File: config.mk
export PLATFORM = sky130hd
export DESIGN_NAME = mse_controller
export DESIGN_NICKNAME = d
export VERILOG_FILES = /design/src/rtl/core/merge_sort_engine_defines.svh /design/src/rtl/core/mse_pkg.sv /design/src/rtl/core/mse_controller.sv
export SDC_FILE = /design/constraint.sdc
export NUM_CORES = 1
export LEC_CHECK = 0
export BUFFER_PORTS_ARGS = -buffer_cell sky130_fd_sc_hd__buf_2
export CORE_AREA = 8 8 45 47
export CTS_CLUSTER_DIAMETER = 200
export CTS_CLUSTER_SIZE = 8
export DETAILED_ROUTE_END_ITERATION = 8
export DIE_AREA = 0 0 53 55
export HOLD_SLACK_MARGIN = 0.08
export PLACE_DENSITY_LB_ADDON = 0.25
export SLEW_MARGIN = 10
export SYNTH_ARGS = -nofsm -noshare
export SYNTH_HDL_FRONTEND = slang
export SYNTH_SLANG_ARGS = --single-unit
File: constraint.sdc
create_clock -name clock -period 1.65 [get_ports clock]
set_clock_uncertainty 0.05 [all_clocks]
set_input_delay 0.165 -clock clock [delete_from_list [all_inputs] [get_ports clock]]
set_output_delay 0.165 -clock clock [all_outputs]
set_load 0.02 [all_outputs]
File: src/rtl/core/merge_sort_engine_defines.svh
// ----------------------------------------------------------------------------
// Merge sort engine assertion macros
// Shared wrappers for the concurrent checks of the merge sort engine.
// ----------------------------------------------------------------------------
`ifndef MERGE_SORT_ENGINE_DEFINES_SVH
`define MERGE_SORT_ENGINE_DEFINES_SVH

// The consequent must hold in the same cycle as the antecedent.
`define MSE_ASSERT_SAME(label, clk, rst, ante, cons, msg) \
   label: assert property (@(posedge clk) disable iff (rst) (ante) |-> (cons)) \
      else $error(msg);

// The consequent must hold in the cycle after the antecedent.
`define MSE_ASSERT_NEXT(label, clk, rst, ante, cons, msg) \
   label: assert property (@(posedge clk) disable iff (rst) (ante) |=> (cons)) \
      else $error(msg);

`endif

File: src/rtl/core/mse_pkg.sv
// ----------------------------------------------------------------------------
// Merge sort engine package
// Payload types and the command and status groups between the blocks.
// ----------------------------------------------------------------------------
package mse_pkg;

   localparam int DATA_W = 32;

   typedef struct packed {
      logic signed [DATA_W-1:0] value;
      logic                     last_item;
   } mse_req_type;

   typedef struct packed {
      logic signed [DATA_W-1:0] sorted_value;
      logic                     last_result;
   } mse_rsp_type;

   // Datapath operations, at most one per cycle.
   typedef struct packed {
      logic load;
      logic sort_init;
      logic run_init;
      logic read;
      logic merge_step;
      logic emit_init;
      logic emit_read;
      logic emit_out;
   } mse_cmd_type;

   typedef struct packed {
      logic multi;
      logic run_last;
      logic pass_last;
      logic sort_last;
      logic emit_last;
   } mse_status_type;

endpackage

File: src/rtl/core/mse_controller.sv
// ----------------------------------------------------------------------------
// Merge sort engine controller
// Sequences loading, the bottom-up merge passes and the emission of results.
// ----------------------------------------------------------------------------
module mse_controller import mse_pkg::*; (
   input  logic           clock,
   input  logic           reset,
   input  logic           start,
   input  logic           last_item,
   input  mse_status_type status,
   output mse_cmd_type    cmd,
   output logic           busy
);

   typedef enum logic [2:0] {
      ST_IDLE,
      ST_START,
      ST_RUN_INIT,
      ST_READ,
      ST_MERGE,
      ST_EMIT_INIT,
      ST_EMIT_READ,
      ST_EMIT_OUT
   } state_type;

   state_type state_ff, state_in;
   logic      busy_ff;

   assign busy = busy_ff;

   always_comb begin
      cmd      = '0;
      state_in = state_ff;
      case (state_ff)
         ST_IDLE: begin
            if (start) begin
               cmd.load = 1'b1;
               if (last_item) begin
                  state_in = ST_START;
               end
            end
         end
         ST_START: begin
            cmd.sort_init = 1'b1;
            state_in      = status.multi ? ST_RUN_INIT : ST_EMIT_INIT;
         end
         ST_RUN_INIT: begin
            cmd.run_init = 1'b1;
            state_in     = ST_READ;
         end
         ST_READ: begin
            cmd.read = 1'b1;
            state_in = ST_MERGE;
         end
         ST_MERGE: begin
            cmd.merge_step = 1'b1;
            if (!status.run_last) begin
               state_in = ST_READ;
            end else if (status.pass_last && status.sort_last) begin
               state_in = ST_EMIT_INIT;
            end else begin
               state_in = ST_RUN_INIT;
            end
         end
         ST_EMIT_INIT: begin
            cmd.emit_init = 1'b1;
            state_in      = ST_EMIT_READ;
         end
         ST_EMIT_READ: begin
            cmd.emit_read = 1'b1;
            state_in      = ST_EMIT_OUT;
         end
         ST_EMIT_OUT: begin
            cmd.emit_out = 1'b1;
            state_in     = status.emit_last ? ST_IDLE : ST_EMIT_READ;
         end
         default: begin
            state_in = ST_IDLE;
         end
      endcase
   end

   always_ff @(posedge clock) begin
      if (reset) begin
         state_ff <= ST_IDLE;
         busy_ff  <= 1'b0;
      end else begin
         state_ff <= state_in;
         busy_ff  <= (state_in != ST_IDLE);
      end
   end

endmodule

==> summary.md <==
| Metric | Value |
|---|---|
| Status | `complete, no violations` |
| Final instance area | `slightly below 400 sq um` |
| Vias per inst | `roughly 4.6` |
| Post-CTS Setup Inserts | `0` |
| Post-route antenna net violation count | `0` |
| Row cnt | `14` |
| Final Hold Fails | `0` |
| Setup-failing EPs final | `0` |
| Area delta synth->final | `43.8%` |
| Grt total ovfl | `0` |
| Synth Area in Compound Gates | `approximately a quarter` |
| Hold buffers post-CTS | `0` |
| Clk slew on worst S/H paths | `40 ps` |
| Top post-synthesis cells by area | `dfxtp_1 29%, a21oi_1 5.5%, buf_2 5.5%` |
| Initial antenna violation count | `0` |
| # diodes | `0` |
| DRC viols | `0` |
| Global-route wire length before repair | `about 1.3 mm` |
| Multiplexer area fraction after synthesis | `0%` |
| Clock sinks | `4` |
| Core area | `between 1000 and 1500 sq um` |
| Post-synth EDFFs | `0` |
| Synth Area in Simple Gates | `about two fifths` |
| First DRT Iteration DRCs | `9` |
| Least-Margin Pin Slew | `347 ps` |
| Total Neg Setup Slack | `0 ps` |
| Delay of the slowest cell on the worst path | `between 300 and 400 ps` |
| Crit path arrival time | `between 1000 and 1500 ps` |
| Maxcap violations | `0` |
| Fraction of the mapped netlist area in adder cells | `0%` |
| Via count | `316` |
| Fmax | `~0.65 GHz` |
| Vias in the first global route | `about 310` |
| TritonCTS clock tree | `done` |
| Root Driver | `clkbuf_4` |
| Synth top area share | `slightly below 30%` |
| Most frequent cell after synthesis | `dfxtp_1` |
| Synth Instances | `35` |
| Worst path required time | `1430 ps` |
| Total die area | `around 3000 sq um` |
| CP Launch Type | `register` |
| Die H | `~55 um` |
| Main combinational cell family by area after synthesis | `simple AND/OR/NAND/NOR gates` |
| Layout net count | `64` |
| Syn avg cell area | `about 7.8 sq um` |
| Cell taking the most area after synthesis | `dfxtp_1` |
| Initial DRT Pass Iterations | `4` |
| Critical Path Sink Type | `primary output` |
| Hold Crit Class | `input port to register` |
| Xor and xnor fraction of the mapped netlist area | `0%` |
| Drt wl/cell | `~12 um` |
| Maximum fanout along the worst path | `10` |
| Final core occ | `about 28%` |
| Starting density of the core | `19.8%` |
| Final cycle utilization of the critical path | `between 90% and 100%` |
| Post-CTS Resized | `0` |
| Critical path class | `register to primary output` |
| Async S/R FF share, synth | `0%` |
| Max-slew violations | `0` |
| Post-Route WL | `around 850 um` |
| Share of cells above drive strength 1 | `between 40% and 50%` |
| Dpl hpwl | `between 600 and 700 um` |
| Post-Syn Area | `~270 sq um` |
| Top_reg_cell synth | `dfxtp_1` |
| Synth cell count leaders | `4 x dfxtp_1, 3 x a21oi_1, 3 x buf_2, 3 x nor2_1` |
| Synthesized Nets | `44` |
| YS warnings | `0` |
| Unrepaired setup endpoints after global routing | `no` |
| Final Critical Period | `approximately 1500 ps` |
| PD cells | `about 930 nW/um^2` |
| I/O pin count | `18` |
| Max clock buf depth | `2` |
| Leak | `between 0.0002 and 0.00025 uW` |
| VDD IR max | `0.000340 V` |
| TritonCTS Buffers | `3` |
| H-tree levels | `1` |
| Placed Area | `372 sq um` |
| Clock latency on the worst-skew pair | `between 200 and 250 ps` |
| Seq/Total Area, Yosys | `29.2%` |
| Distinct cells, synth | `20` |
| Crit-path cells | `buf_4, nor3_1, and2_1, buf_2` |
| Die width | `53 um` |
| Number of port buffers | `17` |
| Slowest CP cell | `nor3_1` |
| Relative slew slack | `76.8%` |
| Overall power | `367 uW` |
| Synthesized flop and latch total | `4` |
| GPL Wtd Cong | `roughly 0.7` |
| All-Layer GR Usage | `6.00%` |
| Largest net degree at the start of global routing | `13` |
through the flow:
step	std cells	hold slack (ps)	setup slack, ps
floorplan	35	287	247
global placement	66	439	157
detailed placement	66	422	125
CTS	69	176	93.5
global route	69	191	43.2
finish	69	182	110
power breakdown:
part	switching [uW]	internal, uW	total [uW]
clock	40.1	81.4	121
combinational	66.6	54.2	121
sequential	14.5	110	125
total	121	246	367
flip-flops by register name (all words and copies together) (netlist names):
signal	cells
busy	1
state_ff	3
cell type report:
class | instances | area [sq um]
timing repair buffer | 18 | 92.6
multi-input combinational | 27 | 175
clock buffer | 3 | 22.5
tap | 16 | 20.0
sequential | 4 | 80.1
fill | 157 | 990
inverter | 1 | 3.75
worst paths after layout:
path | from | end | slack [ps] | cells after the start
setup / recovery | state_ff[1]$_SDFF_PP0_ | cmd[7] | 110 | 4
hold / removal | reset | state_ff[0]$_SDFF_PP0_ | 180 | 3
setup reg to reg | state_ff[0]$_SDFF_PP0_ | busy$_SDFF_PP0_ | 110 | 3
hold reg to reg | state_ff[1]$_SDFF_PP0_ | state_ff[1]$_SDFF_PP0_ | 620 | 2
layer usage:
metal  routed length, um  global-route usage, %  part of all wire (%)
met3                 139                   4.28                    16
met5                   0                      0                     0
met2                 294                   8.20                    34
met1                 401                   6.06                    47
met4                  19                   5.17                   2.2
kinds of logic after synthesis:
| logic type | count (synthesis) |
|---|---|
| buffers and inverters | 4 |
| AO/OA/AOI/OAI | 10 |
| AND/OR/NAND/NOR | 17 |
| flip-flops | 4 |
layout by cell type (no fill, tap or decap):
master / count
buf_2: 17
dfxtp_1: 4
nor2_1: 3
a21oi_1: 3
clkbuf_4: 3
and3_1: 2
nand2b_1: 2
nor3b_1: 2
nor3_1: 2
and2_1: 2
nand2_1: 2
inv_1: 1
a31oi_1: 1
o31ai_1: 1
o21a_1: 1
o2bb2ai_1: 1
or4b_4: 1
o21ai_0: 1
o221ai_1: 1
and3b_4: 1
a211o_1: 1
buf_4: 1
critical path, delay by kind of cell, from the launching register on:
family,cells,cell delay (ps)
buffers and inverters,2,310
DFF,1,300
and+or+nand+nor,2,480
(Power assumes the default switching activity.)
